**src/rtl/core/sdhe_pkg.sv**
```systemverilog
// ----------------------------------------------------------------------------
// sdhe_pkg: shared constants for the SD card SPI host engine
// Transaction kinds, status codes, card types, command codes and defaults.
// ----------------------------------------------------------------------------
`default_nettype none

package sdhe_pkg;

   localparam int BLOCK_BYTES      = 512;
   localparam int BLOCK_AW         = 9;
   localparam int DEF_IDLE_CLOCK_BYTES = 10;
   localparam int DEF_CMD0_RETRIES     = 20;
   localparam int DEF_R1_POLL_LIMIT    = 31;
   localparam int DEF_TOKEN_WAIT_LIMIT = 65535;
   localparam int DEF_ACMD41_RETRIES   = 65534;

   // transaction kinds
   localparam logic [2:0] KIND_INIT  = 3'd0;
   localparam logic [2:0] KIND_READ  = 3'd1;
   localparam logic [2:0] KIND_WRITE = 3'd2;
   localparam logic [2:0] KIND_LOAD  = 3'd3;
   localparam logic [2:0] KIND_REPLY = 3'd4;

   // completion status
   localparam logic [2:0] ST_OK        = 3'd0;
   localparam logic [2:0] ST_NO_IDLE   = 3'd1;
   localparam logic [2:0] ST_INIT_FAIL = 3'd2;
   localparam logic [2:0] ST_CMD_REJ   = 3'd3;
   localparam logic [2:0] ST_TOKEN_TO  = 3'd4;
   localparam logic [2:0] ST_WRITE_ERR = 3'd5;

   // card types
   localparam logic [1:0] CARD_UNKNOWN = 2'd0;
   localparam logic [1:0] CARD_SDSC_V2 = 2'd1;
   localparam logic [1:0] CARD_SDHC_V2 = 2'd2;

   // command indexes
   localparam logic [5:0] CMD_GO_IDLE    = 6'd0;
   localparam logic [5:0] CMD_SEND_IF    = 6'd8;
   localparam logic [5:0] CMD_READ_BLK   = 6'd17;
   localparam logic [5:0] CMD_SET_COUNT  = 6'd23;
   localparam logic [5:0] CMD_WRITE_BLK  = 6'd24;
   localparam logic [5:0] CMD_SD_OP_COND = 6'd41;
   localparam logic [5:0] CMD_APP        = 6'd55;
   localparam logic [5:0] CMD_READ_OCR   = 6'd58;

   localparam logic [7:0] CRC_CMD0  = 8'h95;
   localparam logic [7:0] CRC_CMD8  = 8'h87;
   localparam logic [7:0] CRC_DUMMY = 8'h01;
   localparam logic [31:0] ARG_IF_COND = 32'h0000_01AA;
   localparam logic [31:0] ARG_HCS     = 32'h4000_0000;
   localparam logic [7:0] DATA_TOKEN   = 8'hFE;
   localparam logic [7:0] IDLE_BYTE    = 8'hFF;
   localparam logic [4:0] DRESP_OK     = 5'h05;

endpackage

`default_nettype wire

```
**src/rtl/core/sdhe_ram.sv**
```systemverilog
// ----------------------------------------------------------------------------
// sdhe_ram: generic single-write, single-read RAM
// One write port, one read port with registered read data and read enable.
// ----------------------------------------------------------------------------
`default_nettype none

module sdhe_ram #(
   parameter int WIDTH = 8,
   parameter int DEPTH = 512
) (
   input  wire logic                     clock,
   input  wire logic                     wr_en,
   input  wire logic [$clog2(DEPTH)-1:0] wr_addr,
   input  wire logic [WIDTH-1:0]         wr_data,
   input  wire logic                     rd_en,
   input  wire logic [$clog2(DEPTH)-1:0] rd_addr,
   output logic      [WIDTH-1:0]         rd_data
);

   logic [WIDTH-1:0] mem [DEPTH];

   always_ff @(posedge clock) begin
      if (wr_en) begin
         mem[wr_addr] <= wr_data;
      end
      if (rd_en) begin
         rd_data <= mem[rd_addr];
      end
   end

endmodule

`default_nettype wire

```
**src/rtl/core/sd_card_spi_host_engine.sv**
```systemverilog
// ----------------------------------------------------------------------------
// sd_card_spi_host_engine: SD card host in SPI mode, byte-level sequencer
// Runs init, single block read and single block write one SPI byte at a time.
// ----------------------------------------------------------------------------
// Usage:
//   req channel: tuser carries the kind (start init, start read, start write,
//   load write byte, card reply byte); tdata carries sector, data byte and
//   buffer index. Each start, and each card reply while an operation runs,
//   yields one rsp transaction naming the next byte to shift out plus chip
//   select, clock speed, read data and completion status. Loads, starts while
//   busy, replies while idle and unknown kinds yield no rsp transaction.
//   Each accepted transaction loads its result at the accepting edge (one
//   register stage). One req transaction per cycle while req_tready is high;
//   the only memory is the 512-byte write buffer (one write, one registered
//   read port), read during the same cycle that loads the result register.
//   req_tready stays high while the result register is empty or being taken,
//   so a stalled rsp side holds the pending result and blocks new requests.
//   Reset returns to idle, unknown card type, slow clock; the write buffer
//   keeps no reset and must be loaded before a write uses it.
// ----------------------------------------------------------------------------
`default_nettype none

module sd_card_spi_host_engine #(
   parameter int IDLE_CLOCK_BYTES = sdhe_pkg::DEF_IDLE_CLOCK_BYTES,
   parameter int CMD0_RETRIES     = sdhe_pkg::DEF_CMD0_RETRIES,
   parameter int R1_POLL_LIMIT    = sdhe_pkg::DEF_R1_POLL_LIMIT,
   parameter int TOKEN_WAIT_LIMIT = sdhe_pkg::DEF_TOKEN_WAIT_LIMIT,
   parameter int ACMD41_RETRIES   = sdhe_pkg::DEF_ACMD41_RETRIES
) (
   input  wire logic        clock,
   input  wire logic        reset,
   input  wire logic        req_tvalid,
   output logic             req_tready,
   // [31:0] sector, [39:32] data_byte, [48:40] byte_index, [55:49] zero
   input  wire logic [55:0] req_tdata,
   // [2:0] kind
   input  wire logic [2:0]  req_tuser,
   output logic             rsp_tvalid,
   input  wire logic        rsp_tready,
   // [0] tx_valid, [8:1] tx_byte, [9] chip_select_n, [10] fast_clock,
   // [11] read_valid, [19:12] read_byte, [20] done_res, [23:21] status,
   // [25:24] card_type, [31:26] zero
   output logic      [31:0] rsp_tdata
);

   typedef enum logic [4:0] {
      P_IDLE, P_CLK, P_CMD0, P_CMD0_DS, P_CMD8, P_ACMD55, P_ACMD41, P_CMD58,
      P_OCR, P_OCR_DS, P_CMD17, P_TOKEN, P_RDATA, P_RCRC, P_W55, P_W23, P_W24,
      P_WSEND, P_BUSY, P_FINISH
   } phase_type;

   // state
   phase_type   phase_ff, phase_in;
   logic [15:0] retry_ff, retry_in;
   logic [9:0]  bcount_ff, bcount_in;
   logic [7:0]  last_r1_ff, last_r1_in;
   logic [1:0]  det_type_ff, det_type_in;
   logic [31:0] card_addr_ff, card_addr_in;
   logic        init_ok_ff, init_ok_in;
   logic        fast_ff, fast_in;
   logic        op_init_ff, op_init_in;
   logic        ccs_ff, ccs_in;
   logic [2:0]  end_st_ff, end_st_in;
   logic        cmd_busy_ff, cmd_busy_in;
   logic [2:0]  cmd_pos_ff, cmd_pos_in;
   logic [7:0]  cmd_polls_ff, cmd_polls_in;
   logic [5:0]  cmd_code_ff, cmd_code_in;
   logic [31:0] cmd_arg_ff, cmd_arg_in;
   logic [7:0]  cmd_crc_ff, cmd_crc_in;

   // result register
   logic        rsp_valid_ff;
   logic        txv_ff, cs_ff, fastq_ff, rdv_ff, done_ff, use_ram_ff;
   logic [7:0]  tx_ff, rdb_ff;
   logic [2:0]  st_ff;
   logic [1:0]  ctype_ff;

   // request fields
   logic [2:0]  kind;
   logic [31:0] sector;
   logic [7:0]  dbyte;
   logic [8:0]  bidx;
   logic        accept;

   // result of this transaction
   logic        o_valid, o_txv, o_cs, o_rdv, o_done, o_use_ram;
   logic [7:0]  o_tx, o_rdb;
   logic [2:0]  o_st;
   logic [8:0]  ram_raddr;
   logic [7:0]  ram_q;

   // command launch and finish helpers
   logic        do_cmd, do_fin;
   logic [5:0]  dc_code;
   logic [31:0] dc_arg;
   logic [7:0]  dc_crc;
   phase_type   dc_next;
   logic [2:0]  fin_st;
   logic [9:0]  bc_inc;
   logic [9:0]  wpos;

   assign kind   = req_tuser;
   assign sector = req_tdata[31:0];
   assign dbyte  = req_tdata[39:32];
   assign bidx   = req_tdata[48:40];

   assign req_tready = !rsp_valid_ff || rsp_tready;
   assign accept     = req_tvalid && req_tready;
   assign bc_inc     = bcount_ff + 10'd1;

   sdhe_ram #(
      .WIDTH (8),
      .DEPTH (sdhe_pkg::BLOCK_BYTES)
   ) u_wbuf (
      .clock   (clock),
      .wr_en   (accept && (kind == sdhe_pkg::KIND_LOAD)),
      .wr_addr (bidx),
      .wr_data (dbyte),
      .rd_en   (accept && o_valid && o_use_ram),
      .rd_addr (ram_raddr),
      .rd_data (ram_q)
   );

   always_comb begin
      phase_in     = phase_ff;
      retry_in     = retry_ff;
      bcount_in    = bcount_ff;
      last_r1_in   = last_r1_ff;
      det_type_in  = det_type_ff;
      card_addr_in = card_addr_ff;
      init_ok_in   = init_ok_ff;
      fast_in      = fast_ff;
      op_init_in   = op_init_ff;
      ccs_in       = ccs_ff;
      end_st_in    = end_st_ff;
      cmd_busy_in  = cmd_busy_ff;
      cmd_pos_in   = cmd_pos_ff;
      cmd_polls_in = cmd_polls_ff;
      cmd_code_in  = cmd_code_ff;
      cmd_arg_in   = cmd_arg_ff;
      cmd_crc_in   = cmd_crc_ff;

      o_valid   = 1'b0;
      o_txv     = 1'b1;
      o_tx      = sdhe_pkg::IDLE_BYTE;
      o_cs      = 1'b0;
      o_rdv     = 1'b0;
      o_rdb     = 8'd0;
      o_done    = 1'b0;
      o_st      = sdhe_pkg::ST_OK;
      o_use_ram = 1'b0;
      ram_raddr = '0;
      wpos      = '0;

      do_cmd  = 1'b0;
      dc_code = sdhe_pkg::CMD_APP;
      dc_arg  = '0;
      dc_crc  = sdhe_pkg::CRC_DUMMY;
      dc_next = P_IDLE;
      do_fin  = 1'b0;
      fin_st  = sdhe_pkg::ST_OK;

      unique case (kind)
         sdhe_pkg::KIND_INIT: begin
            if (phase_ff == P_IDLE) begin
               op_init_in  = 1'b1;
               fast_in     = 1'b0;
               det_type_in = sdhe_pkg::CARD_UNKNOWN;
               init_ok_in  = 1'b0;
               bcount_in   = 10'd1;
               phase_in    = P_CLK;
               o_valid     = 1'b1;
               o_cs        = 1'b1;
            end
         end
         sdhe_pkg::KIND_READ, sdhe_pkg::KIND_WRITE: begin
            if (phase_ff == P_IDLE) begin
               op_init_in   = 1'b0;
               card_addr_in = (det_type_ff == sdhe_pkg::CARD_SDHC_V2) ? sector
                                                                      : {sector[22:0], 9'd0};
               do_cmd = 1'b1;
               if (kind == sdhe_pkg::KIND_READ) begin
                  dc_code = sdhe_pkg::CMD_READ_BLK;
                  dc_arg  = card_addr_in;
                  dc_next = P_CMD17;
               end else begin
                  dc_next = P_W55;
               end
            end
         end
         sdhe_pkg::KIND_REPLY: begin
            if (phase_ff != P_IDLE && cmd_busy_ff) begin
               // command frame out, then poll for R1
               if (cmd_pos_ff != 3'd7) begin
                  cmd_pos_in = cmd_pos_ff + 3'd1;
                  o_valid    = 1'b1;
                  unique case (cmd_pos_in)
                     3'd1:    o_tx = {2'b01, cmd_code_ff};
                     3'd2:    o_tx = cmd_arg_ff[31:24];
                     3'd3:    o_tx = cmd_arg_ff[23:16];
                     3'd4:    o_tx = cmd_arg_ff[15:8];
                     3'd5:    o_tx = cmd_arg_ff[7:0];
                     3'd6:    o_tx = cmd_crc_ff;
                     default: o_tx = sdhe_pkg::IDLE_BYTE;
                  endcase
               end else if (dbyte[7] && (cmd_polls_ff < 8'(R1_POLL_LIMIT))) begin
                  cmd_polls_in = cmd_polls_ff + 8'd1;
                  o_valid      = 1'b1;
               end else begin
                  cmd_busy_in = 1'b0;
                  last_r1_in  = dbyte;
                  unique case (phase_ff)
                     P_CMD0: begin
                        phase_in = P_CMD0_DS;
                        o_valid  = 1'b1;
                        o_cs     = 1'b1;
                     end
                     P_CMD8: begin
                        if (dbyte == 8'h01) begin
                           retry_in = 16'(ACMD41_RETRIES);
                           do_cmd   = 1'b1;
                           dc_next  = P_ACMD55;
                        end else begin
                           init_ok_in = 1'b0;
                           do_fin     = 1'b1;
                           fin_st     = sdhe_pkg::ST_INIT_FAIL;
                        end
                     end
                     P_ACMD55: begin
                        do_cmd  = 1'b1;
                        dc_code = sdhe_pkg::CMD_SD_OP_COND;
                        dc_arg  = sdhe_pkg::ARG_HCS;
                        dc_next = P_ACMD41;
                     end
                     P_ACMD41: begin
                        do_cmd = 1'b1;
                        if (dbyte != 8'd0 && retry_ff != 16'd0) begin
                           retry_in = retry_ff - 16'd1;
                           dc_next  = P_ACMD55;
                        end else begin
                           init_ok_in = (dbyte == 8'd0);
                           dc_code    = sdhe_pkg::CMD_READ_OCR;
                           dc_next    = P_CMD58;
                        end
                     end
                     P_CMD58: begin
                        if (dbyte == 8'd0) begin
                           bcount_in = '0;
                           phase_in  = P_OCR;
                           o_valid   = 1'b1;
                        end else begin
                           do_fin = 1'b1;
                           fin_st = init_ok_ff ? sdhe_pkg::ST_OK : sdhe_pkg::ST_INIT_FAIL;
                        end
                     end
                     P_CMD17: begin
                        if (dbyte != 8'd0) begin
                           do_fin = 1'b1;
                           fin_st = sdhe_pkg::ST_CMD_REJ;
                        end else begin
                           retry_in = 16'(TOKEN_WAIT_LIMIT);
                           phase_in = P_TOKEN;
                           o_valid  = 1'b1;
                        end
                     end
                     P_W55: begin
                        do_cmd  = 1'b1;
                        dc_code = sdhe_pkg::CMD_SET_COUNT;
                        dc_arg  = 32'd1;
                        dc_next = P_W23;
                     end
                     P_W23: begin
                        do_cmd  = 1'b1;
                        dc_code = sdhe_pkg::CMD_WRITE_BLK;
                        dc_arg  = card_addr_ff;
                        dc_next = P_W24;
                     end
                     P_W24: begin
                        if (dbyte != 8'd0) begin
                           do_fin = 1'b1;
                           fin_st = sdhe_pkg::ST_CMD_REJ;
                        end else begin
                           bcount_in = '0;
                           phase_in  = P_WSEND;
                           o_valid   = 1'b1;
                        end
                     end
                     default: begin
                        do_fin = 1'b1;
                        fin_st = sdhe_pkg::ST_CMD_REJ;
                     end
                  endcase
               end
            end else if (phase_ff != P_IDLE) begin
               unique case (phase_ff)
                  P_CLK: begin
                     if (bcount_ff <= 10'(IDLE_CLOCK_BYTES)) begin
                        bcount_in = bc_inc;
                        o_valid   = 1'b1;
                        o_cs      = 1'b1;
                     end else begin
                        retry_in = 16'(CMD0_RETRIES);
                        do_cmd   = 1'b1;
                        dc_code  = sdhe_pkg::CMD_GO_IDLE;
                        dc_crc   = sdhe_pkg::CRC_CMD0;
                        dc_next  = P_CMD0;
                     end
                  end
                  P_CMD0_DS: begin
                     if (last_r1_ff == 8'h01) begin
                        do_cmd  = 1'b1;
                        dc_code = sdhe_pkg::CMD_SEND_IF;
                        dc_arg  = sdhe_pkg::ARG_IF_COND;
                        dc_crc  = sdhe_pkg::CRC_CMD8;
                        dc_next = P_CMD8;
                     end else if (retry_ff != 16'd0) begin
                        retry_in = retry_ff - 16'd1;
                        do_cmd   = 1'b1;
                        dc_code  = sdhe_pkg::CMD_GO_IDLE;
                        dc_crc   = sdhe_pkg::CRC_CMD0;
                        dc_next  = P_CMD0;
                     end else begin
                        init_ok_in = 1'b0;
                        do_fin     = 1'b1;
                        fin_st     = sdhe_pkg::ST_NO_IDLE;
                     end
                  end
                  P_OCR: begin
                     // first OCR byte carries the capacity bit
                     if (bcount_ff == 10'd0) begin
                        ccs_in = dbyte[6];
                     end
                     bcount_in = bc_inc;
                     o_valid   = 1'b1;
                     if (bc_inc >= 10'd4) begin
                        det_type_in = ccs_in ? sdhe_pkg::CARD_SDHC_V2
                                             : sdhe_pkg::CARD_SDSC_V2;
                        phase_in    = P_OCR_DS;
                        o_cs        = 1'b1;
                     end
                  end
                  P_OCR_DS: begin
                     do_fin = 1'b1;
                     fin_st = init_ok_ff ? sdhe_pkg::ST_OK : sdhe_pkg::ST_INIT_FAIL;
                  end
                  P_TOKEN: begin
                     if (dbyte == sdhe_pkg::DATA_TOKEN) begin
                        bcount_in = '0;
                        phase_in  = P_RDATA;
                        o_valid   = 1'b1;
                     end else if (retry_ff != 16'd0) begin
                        retry_in = retry_ff - 16'd1;
                        o_valid  = 1'b1;
                     end else begin
                        do_fin = 1'b1;
                        fin_st = sdhe_pkg::ST_TOKEN_TO;
                     end
                  end
                  P_RDATA: begin
                     o_rdv     = 1'b1;
                     o_rdb     = dbyte;
                     o_valid   = 1'b1;
                     bcount_in = bc_inc;
                     if (bc_inc >= 10'(sdhe_pkg::BLOCK_BYTES)) begin
                        bcount_in = '0;
                        phase_in  = P_RCRC;
                     end
                  end
                  P_RCRC: begin
                     if (bcount_ff == 10'd0) begin
                        bcount_in = 10'd1;
                        o_valid   = 1'b1;
                     end else begin
                        do_fin = 1'b1;
                     end
                  end
                  P_WSEND: begin
                     if (bcount_ff < 10'(sdhe_pkg::BLOCK_BYTES + 6)) begin
                        // three fill bytes, start token, data block, CRC fill
                        bcount_in = bc_inc;
                        o_valid   = 1'b1;
                        wpos      = bc_inc - 10'd4;
                        if (bc_inc == 10'd3) begin
                           o_tx = sdhe_pkg::DATA_TOKEN;
                        end else if (bc_inc > 10'd3 &&
                                     bc_inc < 10'(sdhe_pkg::BLOCK_BYTES + 4)) begin
                           o_use_ram = 1'b1;
                           ram_raddr = wpos[sdhe_pkg::BLOCK_AW-1:0];
                        end
                     end else if (dbyte[4:0] != sdhe_pkg::DRESP_OK) begin
                        do_fin = 1'b1;
                        fin_st = sdhe_pkg::ST_WRITE_ERR;
                     end else begin
                        retry_in = '0;
                        phase_in = P_BUSY;
                        o_valid  = 1'b1;
                     end
                  end
                  P_BUSY: begin
                     if (dbyte != 8'd0) begin
                        do_fin = 1'b1;
                     end else begin
                        retry_in = retry_ff + 16'd1;
                        if (retry_ff == 16'hFFFE) begin
                           do_fin = 1'b1;
                           fin_st = sdhe_pkg::ST_WRITE_ERR;
                        end else begin
                           o_valid = 1'b1;
                        end
                     end
                  end
                  P_FINISH: begin
                     phase_in = P_IDLE;
                     if (op_init_ff) begin
                        fast_in = 1'b1;
                     end
                     o_valid = 1'b1;
                     o_txv   = 1'b0;
                     o_tx    = 8'd0;
                     o_cs    = 1'b1;
                     o_done  = 1'b1;
                     o_st    = end_st_ff;
                  end
                  default: begin
                     o_valid = 1'b0;
                  end
               endcase
            end
         end
         default: begin
            o_valid = 1'b0;
         end
      endcase

      // launch a command: deselected fill byte, then the frame
      if (do_cmd) begin
         cmd_code_in  = dc_code;
         cmd_arg_in   = dc_arg;
         cmd_crc_in   = dc_crc;
         cmd_busy_in  = 1'b1;
         cmd_pos_in   = '0;
         cmd_polls_in = '0;
         phase_in     = dc_next;
         o_valid      = 1'b1;
         o_cs         = 1'b1;
      end
      // end an operation: one deselect byte before the done result
      if (do_fin) begin
         end_st_in = fin_st;
         phase_in  = P_FINISH;
         o_valid   = 1'b1;
         o_cs      = 1'b1;
      end
   end

   always_ff @(posedge clock) begin
      if (reset) begin
         phase_ff     <= P_IDLE;
         retry_ff     <= '0;
         bcount_ff    <= '0;
         last_r1_ff   <= sdhe_pkg::IDLE_BYTE;
         det_type_ff  <= sdhe_pkg::CARD_UNKNOWN;
         card_addr_ff <= '0;
         init_ok_ff   <= 1'b0;
         fast_ff      <= 1'b0;
         op_init_ff   <= 1'b0;
         ccs_ff       <= 1'b0;
         end_st_ff    <= sdhe_pkg::ST_OK;
         cmd_busy_ff  <= 1'b0;
         cmd_pos_ff   <= '0;
         cmd_polls_ff <= '0;
         cmd_code_ff  <= '0;
         cmd_arg_ff   <= '0;
         cmd_crc_ff   <= '0;
         rsp_valid_ff <= 1'b0;
      end else begin
         if (accept) begin
            phase_ff     <= phase_in;
            retry_ff     <= retry_in;
            bcount_ff    <= bcount_in;
            last_r1_ff   <= last_r1_in;
            det_type_ff  <= det_type_in;
            card_addr_ff <= card_addr_in;
            init_ok_ff   <= init_ok_in;
            fast_ff      <= fast_in;
            op_init_ff   <= op_init_in;
            ccs_ff       <= ccs_in;
            end_st_ff    <= end_st_in;
            cmd_busy_ff  <= cmd_busy_in;
            cmd_pos_ff   <= cmd_pos_in;
            cmd_polls_ff <= cmd_polls_in;
            cmd_code_ff  <= cmd_code_in;
            cmd_arg_ff   <= cmd_arg_in;
            cmd_crc_ff   <= cmd_crc_in;
         end
         // load a new result, else drop the one just taken
         if (accept && o_valid) begin
            rsp_valid_ff <= 1'b1;
         end else if (rsp_tready) begin
            rsp_valid_ff <= 1'b0;
         end
      end
   end

   // result payload, no reset needed
   always_ff @(posedge clock) begin
      if (accept && o_valid) begin
         txv_ff     <= o_txv;
         tx_ff      <= o_tx;
         use_ram_ff <= o_use_ram;
         cs_ff      <= o_cs;
         fastq_ff   <= fast_in;
         rdv_ff     <= o_rdv;
         rdb_ff     <= o_rdb;
         done_ff    <= o_done;
         st_ff      <= o_st;
         ctype_ff   <= det_type_in;
      end
   end

   assign rsp_tvalid = rsp_valid_ff;
   assign rsp_tdata  = {6'd0, ctype_ff, st_ff, done_ff, rdb_ff, rdv_ff, fastq_ff, cs_ff,
                        (use_ram_ff ? ram_q : tx_ff), txv_ff};

endmodule

`default_nettype wire

```
**config.mk**
```make
export PLATFORM = sky130hd
export DESIGN_NAME = sd_card_spi_host_engine
export DESIGN_NICKNAME = d
export VERILOG_FILES = /design/src/rtl/core/sdhe_pkg.sv /design/src/rtl/core/sdhe_ram.sv /design/src/rtl/core/sd_card_spi_host_engine.sv
export SDC_FILE = /design/constraint.sdc
export NUM_CORES = 2
export LEC_CHECK = 0
export BUFFER_PORTS_ARGS = -buffer_cell sky130_fd_sc_hd__buf_2
export CAP_MARGIN = 20
export CORE_UTILIZATION = 40
export DETAILED_ROUTE_END_ITERATION = 6
export PLACE_DENSITY = 0.5
export SYNTH_ARGS = -nofsm -noshare
export SYNTH_HDL_FRONTEND = slang
export SYNTH_SLANG_ARGS = --single-unit
```
**constraint.sdc**
```tcl
create_clock -name clock -period 6.25 [get_ports clock]
set_clock_uncertainty 0.2 [all_clocks]
set_input_delay 0.3125 -clock clock [delete_from_list [all_inputs] [get_ports clock]]
set_output_delay 0.3125 -clock clock [all_outputs]
set_load 0.01 [all_outputs]
```
**Word level (Yosys, flattened, before mapping)**

Memory sizes are Yosys's and may differ from the RTL's. A register that Yosys moved wholly into a read port is not among the register bits.
Index checks and enable logic that the tools add are counted.

- Register bits after elaboration: 166
- Bits in latches: 0
- RAM bits: 4096
- ROM bits: 0
- Bits of input ports: 63
- Output and inout port bits: 34
- Logic and storage cells: 426
- Memories: 1

- Add/sub/neg operators: 6
- $mul: 0
- Div/mod/pow operators: 0
- $lt $le $gt $ge: 7
- Eq/ne operators: 84
- Shift-type cells: 0
- Multiplexer cells: 244
- Bitwise operators: 7
- Reductions and logical operators: 49

Memory list:

| name | words | width | rd ports | clocked after memory_dff | wr ports | line | source |
|---|---|---|---|---|---|---|---|
| u_wbuf.mem | 512 | 8 | 1 | 1 | 1 | sdhe_ram.sv:20 | `logic [WIDTH-1:0] mem [DEPTH];` |

Operators with widths:

| operator | count |
|---|---|
| two-way mux 16 bit | 14 |
| two-way mux 32 bit | 6 |
| two-way mux 10 bit | 12 |
| two-way mux 8 bit | 15 |
| one-hot mux 32 bit (3 select lines) | 1 |
| two-way mux 1 bit | 90 |
| two-way mux 5 bit | 18 |
| two-way mux 9 bit | 10 |
| one-hot mux 16 bit (5 select lines) | 1 |
| one-hot mux 32 bit (2 select lines) | 1 |
| one-hot mux 10 bit (6 select lines) | 1 |
| two-way mux 6 bit | 9 |
| two-way mux 3 bit | 17 |
| one-hot mux 5 bit (5 select lines) | 2 |
| inequality test 6 bit, second input constant | 8 |
| one-hot mux 16 bit (3 select lines) | 1 |
| one-hot mux 8 bit (6 select lines) | 1 |
| inequality test 3 bit, second input constant | 15 |
| equality test 5 x 4 -> 1 bit, second input constant | 8 |
| one-hot mux 10 bit (2 select lines) | 2 |
| inequality test 4 bit, second input constant | 9 |
| one-hot mux 8 bit (2 select lines) | 2 |
| AND reduction 16 bit | 2 |
| two-way mux 2 bit | 15 |
| other kinds (70) | 137 |

**Longest topological paths before layout**

- Depth in word-level cells: 12
- Mapped depth: 21
- Gate-level depth less buffers: 14

**By module**

A second synthesis with hierarchy kept.

- Cells, all modules: 9364
- Area total of the unflattened synthesis: 170601.1 sq um

Modules (own cells, without submodules):

| module | times used | cells each | area each (sq um) | seq. area each (sq um) |
|---|---|---|---|---|
| sdhe_ram | 1 | 8030 | 160007.2 | 123238.2 |
| sd_card_spi_host_engine | 1 | 1334 | 10593.9 | 3513.4 |

**Least setup slack after synthesis**

Ideal clock, no wire load.

- Path kind: reg-to-reg
- Start point: register retry_ff[1]
- End point: register u_wbuf.rd_data[0], read port of u_wbuf.mem, enable pin
- Setup time: 370 ps
- Data arrival time: 4824 ps
- Required time: 5680 ps
- Slack: 856 ps
- Stages on the path, launching flop included: 14
- Path buffers: 1
- Clock period less this slack: 5394 ps
- Cells stage by stage: dfxtp_1 > inv_1 > ha_1 > or4b_2 > nor4_1 > and3_1 > nand2b_1 > nand2_1 > nor3_1 > o21a_1 > clkbuf_1 > a41oi_1 > inv_1 > nor2_1

- Longest elaborated chain between the ends: 11
- Elaborated cells between the ends (all ways): 28
- Classes of those cells: eq/ne (1); mux (24); reduce/logical (3)

Ends and longest elaborated chain:

| item | line | source |
|---|---|---|
| start, declared | sd_card_spi_host_engine.sv:54 | `logic [15:0] retry_ff, retry_in;` |
| start signal, assigned | sd_card_spi_host_engine.sv:479 | `retry_ff <= retry_in;` |
| equality test 16 bit / nonzero test 16 bit (equally long branches) | sd_card_spi_host_engine.sv:404, sd_card_spi_host_engine.sv:316, sd_card_spi_host_engine.sv:351 |  |
| two-way mux 1 bit, on equally long branches | sd_card_spi_host_engine.sv:404, sd_card_spi_host_engine.sv:316, sd_card_spi_host_engine.sv:351 |  |
| two-way mux 1 bit, on equally long branches | sd_card_spi_host_engine.sv:400, sd_card_spi_host_engine.sv:310, sd_card_spi_host_engine.sv:347 |  |
| one-hot mux 1 bit (6 select lines) / one-hot mux 1 bit (2 select lines) (equally long branches) | sd_card_spi_host_engine.sv:295 | `unique case (phase_ff)` |
| two-way mux 1 bit | sd_card_spi_host_engine.sv:294 | `end else if (phase_ff != P_IDLE) begin` |
| two-way mux 1 bit | sd_card_spi_host_engine.sv:192 | `if (phase_ff != P_IDLE && cmd_busy_ff) begin` |
| one-hot mux 1 bit (2 select lines) | sd_card_spi_host_engine.sv:163 | `unique case (kind)` |
| two-way mux 1 bit | sd_card_spi_host_engine.sv:436 | `if (do_cmd) begin` |
| two-way mux 1 bit (*) | sd_card_spi_host_engine.sv:448 | `if (do_fin) begin` |
| logical AND 1 bit (*) (2 in series) | sd_card_spi_host_engine.sv:119 | `.rd_en (accept && o_valid && o_use_ram),` |
| via u_wbuf.rd_en | sdhe_ram.sv:15 | `input wire logic rd_en,` |
| end, declared | sdhe_ram.sv:17 | `output logic [WIDTH-1:0] rd_data` |

Mark *: on every way through the listed nets, which the timed path passes. The rest lies on a longest branch.
A chain may end at the register's enable or synchronous reset.

**Final worst setup path**

- Start point: register bcount_ff[1]
- End point: register u_wbuf.rd_data[6], read port of u_wbuf.mem (data pin)

- Longest elaborated chain between the ends: 11
- Elaborated cells between the ends (all ways): 45
- Classes of those cells: add/sub (2); order compare (4); eq/ne (1); mux (34); reduce/logical (4)

Ends and longest elaborated chain:

| item | line | source |
|---|---|---|
| start, declared | sd_card_spi_host_engine.sv:55 | `logic [9:0] bcount_ff, bcount_in;` |
| start signal, assigned | sd_card_spi_host_engine.sv:480 | `bcount_ff <= bcount_in;` |
| adder 10 x 1 -> 10 bit | sd_card_spi_host_engine.sv:109 | `assign bc_inc = bcount_ff + 10'd1;` |
| greater-than comparator 10 x 2 -> 1 bit / < comparator 10 bit (equally long branches) | sd_card_spi_host_engine.sv:385, sd_card_spi_host_engine.sv:386 |  |
| logical AND 1 bit | sd_card_spi_host_engine.sv:385 | `end else if (bc_inc > 10'd3 &&` |
| two-way mux 1 bit | sd_card_spi_host_engine.sv:385 |  |
| two-way mux 1 bit | sd_card_spi_host_engine.sv:383 | `if (bc_inc == 10'd3) begin` |
| two-way mux 1 bit | sd_card_spi_host_engine.sv:378 | `if (bcount_ff < 10'(sdhe_pkg::BLOCK_BYTES + 6)) begin` |
| two-way mux 1 bit | sd_card_spi_host_engine.sv:295 |  |
| two-way mux 1 bit | sd_card_spi_host_engine.sv:294 |  |
| two-way mux 1 bit | sd_card_spi_host_engine.sv:192 |  |
| two-way mux 1 bit | sd_card_spi_host_engine.sv:163 |  |
| logical AND 1 bit | sd_card_spi_host_engine.sv:119 |  |

Several ways; a longest one is shown, not always the timed one.

==> results_tabular.tex <==
\begin{tabular}{lr}
\hline
Metric & Value \\
\hline
\multicolumn{2}{l}{\textbf{Outcome}} \\
\quad Result of the run & completed \\
\multicolumn{2}{l}{\textbf{Layout}} \\
\quad Area overhead of the layout relative to synthesis & 14.2\% \\
\quad Fill cell instance count of the final layout & 36,150 \\
\quad Most frequent standard cell in the layout excluding fill and tap cells & sky130\_fd\_sc\_hd\_\_edfxtp\_1 \\
\quad Highest-count cells in the layout ignoring fill and taps & sky130\_fd\_sc\_hd\_\_edfxtp\_1, sky130\_fd\_sc\_hd\_\_nor2\_1, sky130\_fd\_sc\_hd\_\_o22ai\_1 \\
\quad Net count, final & 10,819 \\
\quad Area of the multi-input gates & 39,900 sq um \\
\quad Area taken by flip-flops and latches & around 130,000 sq um \\
\quad Core occupancy in the finished layout & between 40\% and 50\% \\
\quad Count of non-filler cells in the finished layout & 16,763 \\
\quad Fraction of layout cells with a size suffix above 1 & roughly 16\% \\
\multicolumn{2}{l}{\textbf{Yosys}} \\
\quad Cells after synthesis & 10,476 \\
\quad Library cells used by synthesis & between 90 and 100 \\
\quad Yosys warning count & 0 \\
\quad Mean area per synthesized cell & 16.2 sq um \\
\quad Share of the synthesized area in the top cell type & 73.2\% \\
\quad Flip-flop and latch count after synthesis & 4,266 \\
\quad Cell area after synthesis & $\sim$170,000 sq um \\
\quad Post-synth top flop & sky130\_fd\_sc\_hd\_\_edfxtp\_1 \\
\quad Async SR Flop Fraction & 0\% \\
\quad Sequential fraction of the synthesis area & roughly three quarters \\
\quad Synth area leaders & sky130\_fd\_sc\_hd\_\_edfxtp\_1, sky130\_fd\_sc\_hd\_\_mux4\_2, sky130\_fd\_sc\_hd\_\_mux2i\_1, sky130\_fd\_sc\_hd\_\_nor2\_1, sky130\_fd\_sc\_hd\_\_o22ai\_1 \\
\quad Largest area contributor in the synthesized netlist & sky130\_fd\_sc\_hd\_\_edfxtp\_1 \\
\quad Count of flip-flops with a built-in enable after synthesis & 4,131 \\
\multicolumn{2}{l}{\textbf{Global route}} \\
\quad Total GRT Usage & between 20\% and 30\% \\
\quad Maximum number of pins on one net before global-route repair & roughly 170 \\
\quad Number of antenna violations at the first check in global routing & 38 \\
\quad Number of global-route vias before repair & roughly 98,000 \\
\quad Remaining global-route overflow & 0 \\
\quad Global-route wire length before repair & between 700,000 and 800,000 microns \\
\multicolumn{2}{l}{\textbf{Floorplanning}} \\
\quad \# rows & around 240 \\
\quad Number of placed I/O pins & 97 \\
\quad Core Area & approximately 420,000 sq um \\
\quad Initial Util & between 40\% and 50\% \\
\quad Height of the chip & between 600 and 700 microns \\
\quad Die area & between 400,000 and 500,000 sq um \\
\quad Floorplan die width & between 600 and 700 microns \\
\multicolumn{2}{l}{\textbf{Clock network}} \\
\quad Clock-pin transition on the worst setup and hold timing paths & around 0.06 ns \\
\quad TritonCTS Sinks & roughly 4,300 \\
\quad Clock tree from TritonCTS & done \\
\quad Clock latency of the later-clocked register in the worst-skew pair & 1.05 ns \\
\quad Number of buffers created by CTS & roughly 460 \\
\quad CTS H-tree depth & 5 \\
\quad Number of setup buffers added after CTS & 0 \\
\quad Maximum root-to-sink buffer count & 4 \\
\quad Clock root buffer & sky130\_fd\_sc\_hd\_\_clkbuf\_16 \\
\multicolumn{2}{l}{\textbf{Drt}} \\
\quad Detailed router's first-iteration violation count & 11,473 \\
\quad First-pass iteration count of the detailed router & 7 \\
\quad Remaining number of nets flagged by the antenna check after routing & 0 \\
\quad Drt drc & 0 \\
\quad Detail-routed via count per cell & 5.93 \\
\quad Final wirelength & roughly 540,000 microns \\
\quad Average routed wire per standard cell & $\sim$32 microns \\
\quad Total vias in the final route & $\sim$100,000 \\
\multicolumn{2}{l}{\textbf{STA}} \\
\quad Post-Route Setup TNS & 0 ns \\
\quad Transition time at the pin with the least slew margin & $\sim$1.2 ns \\
\quad Highest Clock Rate & 165 MHz \\
\quad Worst slew slack as a fraction of its limit & between 20\% and 30\% \\
\quad Fin crit share & a little over nine tenths \\
\quad Final hold violations & 0 \\
\quad Post-route worst setup slack & 0.185 ns \\
\quad Number of slew-limit violations in the final report & 0 \\
\quad Final count of negative-setup-slack endpoints & 0 \\
\quad Final worst path period need & $\sim$6.1 ns \\
\quad Setup repair after global routing missed its margin & no \\
\multicolumn{2}{l}{\textbf{Place}} \\
\quad Count of input and output buffers & between 80 and 90 \\
\quad Pre-CTS setup slack & 0.130 ns \\
\quad Detailed placer's ending HPWL & around 330,000 microns \\
\quad Dpl cells & between 15,000 and 20,000 \\
\quad Routability cong. & a little under 0.9 \\
\multicolumn{2}{l}{\textbf{Worst setup path}} \\
\quad Critical Path Sink Type & register \\
\quad Worst path arrival time & approximately 6.7 ns \\
\quad Start point of the critical path & bcount\_ff[1]\$\_SDFFE\_PP0P\_ \\
\quad Ordered cell list for the critical path & ha\_1 -> nand4\_1 -> a211oi\_1 -> o22ai\_1 -> buf\_4 -> o211a\_4 -> o21ai\_4 -> buf\_12 -> buf\_4 -> o22ai\_1 -> o31ai\_1 -> nand4\_1 -> buf\_4 -> a221oi\_1 -> o221ai\_1 -> o211ai\_1 \\
\quad Cell occurring most often along the worst timing path & sky130\_fd\_sc\_hd\_\_buf\_4 \\
\quad Crit-path max cell delay & roughly 0.6 ns \\
\quad Buffers and inverters on the worst path & 4 \\
\quad Critical-path maximum fanout & 18 \\
\quad Reg-to-reg slack, setup & 0.18 ns \\
\quad Worst flop-to-flop path endpoint & u\_wbuf.rd\_data[6]\$\_DFFE\_PP\_ \\
\quad Critical path start-end classification & reg2reg \\
\quad Reg-to-Reg Start & bcount\_ff[1]\$\_SDFFE\_PP0P\_ \\
\quad Cell family with most CP delay & compound AO/OA/AOI/OAI gates \\
\quad Sort of element at the start of the critical path & register \\
\quad Slowest stage cell on the critical path & sky130\_fd\_sc\_hd\_\_o21ai\_4 \\
\quad CP Data Required Time & 6.90 ns \\
\quad Register-to-Register Path Depth & 16 \\
\multicolumn{2}{l}{\textbf{Worst hold path}} \\
\quad Hold\_sp & req\_tdata[2] \\
\quad WHS Path Cells & 6 \\
\quad Hold Crit Endpoint & card\_addr\_ff[11]\$\_SDFFE\_PP0P\_ \\
\quad Worst Hold Class & in2reg \\
\multicolumn{2}{l}{\textbf{Power and ir drop}} \\
\quad Pwr Density & a little over 300 nW/um\^{}2 \\
\quad Power Total & 59,200 uW \\
\quad Max rail drop VDD & $\sim$230 uV \\
\quad Leakage power figure & $\sim$0.06 uW \\
\multicolumn{2}{l}{\textbf{Job}} \\
\quad Number of max-cap violations & 0 \\
\hline
\end{tabular}
through the flow:
stage                     instance area (sq um)  hold slack [ns]
after floorplan                          169000            0.209
after global placement                   178000            0.222
after detailed placement                 178000            0.221
after CTS                                193000          0.00502
after global routing                     193000           0.0411
final                                    193000           0.0589
cells by family after synthesis:
kind of cell             count (synthesis)  share of synthesized area [%]
buffers and inverters                  802                           1.98
AO/OA/AOI/OAI                         2237                           9.02
multiplexers                          1050                           8.54
AND/OR/NAND/NOR                       2073                           5.36
flip-flops                            4266                           74.8
XOR/XNOR                                31                          0.160
adder cells (fa/ha/maj)                 16                          0.118
other                                    1                        0.00221
where the power goes:
part | total, uW | leakage (uW) | internal (uW) | switching [uW]
registers | 31400 | 0.0382 | 31400 | 22.3
clock network | 26000 | 0.00693 | 14800 | 11200
logic | 1790 | 0.0154 | 501 | 1290
flip-flops by register name, summed over array words and instances, names as in the netlist, 2 cells and up:
signal,count
end_st_ff,3
cmd_code_ff,6
ctype_ff,2
last_r1_ff,8
bcount_ff,10
cmd_crc_ff,4
tx_ff,8
det_type_ff,2
phase_ff,5
card_addr_ff,32
retry_ff,16
u_wbuf.mem,4096
cmd_polls_ff,8
cmd_pos_ff,3
rdb_ff,8
st_ff,3
u_wbuf.rd_data,8
cmd_arg_ff,32
per-layer routing:
| layer | wire, microns | GRT usage, % | up-vias |
|---|---|---|---|
| met5 | 166 | 0 | - |
| met4 | 16700 | 7.29 | 6 |
| met2 | 254000 | 39.8 | 4255 |
| met3 | 40900 | 3.91 | 744 |
| met1 | 228000 | 34.8 | 52102 |
| li1 | - | - | 42341 |
cell usage after synthesis (all sizes together), types with 94 or more instances:
cell type  number
dfxtp         135
nor2          938
o21ai         247
mux2          244
mux4          292
clkbuf        460
o31ai         105
a21oi         418
nor2b         179
a211oi        240
mux2i         514
nand3         143
edfxtp       4131
buf           308
nor3          107
o22ai         533
nand2         541
o22a           94
how the worst max path moves through the flow:
| stage | slack (ns) | to | cells after the start |
|---|---|---|---|
| floorplan | 0.86 | u_wbuf.rd_data[0]$_DFFE_PP_ | 13 |
| CTS | 0.09 | u_wbuf.rd_data[1]$_DFFE_PP_ | 16 |
| global route | 0.02 | u_wbuf.rd_data[1]$_DFFE_PP_ | 15 |
| finish | 0.18 | u_wbuf.rd_data[6]$_DFFE_PP_ | 16 |
| global placement | -0.09 | u_wbuf.rd_data[1]$_DFFE_PP_ | 16 |
| detailed placement | 0.13 | u_wbuf.rd_data[1]$_DFFE_PP_ | 16 |
final cells by class:
class                           count  area share, %
Sequential cell                  4266           65.5
Antenna cell                        8         0.0103
Multi-Input combinational cell   5413           20.6
Tap cell                         5640           3.65
Timing Repair Buffer              570           2.80
Clock inverter                    267           1.10
Inverter                           34         0.0686
Clock buffer                      565           6.26
tightest hold or removal path, delay by kind of cell:
kind,cells,cell delay (ns)
buffers and inverters,2,0.67
and+or+nand+nor,3,0.19
AOI/OAI and AO/OA,1,0.05
what timing repair did:
item,CTS,global route
endpoints found under the hold margin,909,0
endpoints found under the setup margin,0,3
resized for setup,0,4
hold buffers,75,0
No activity file was read; power rests on OpenSTA's default activity.
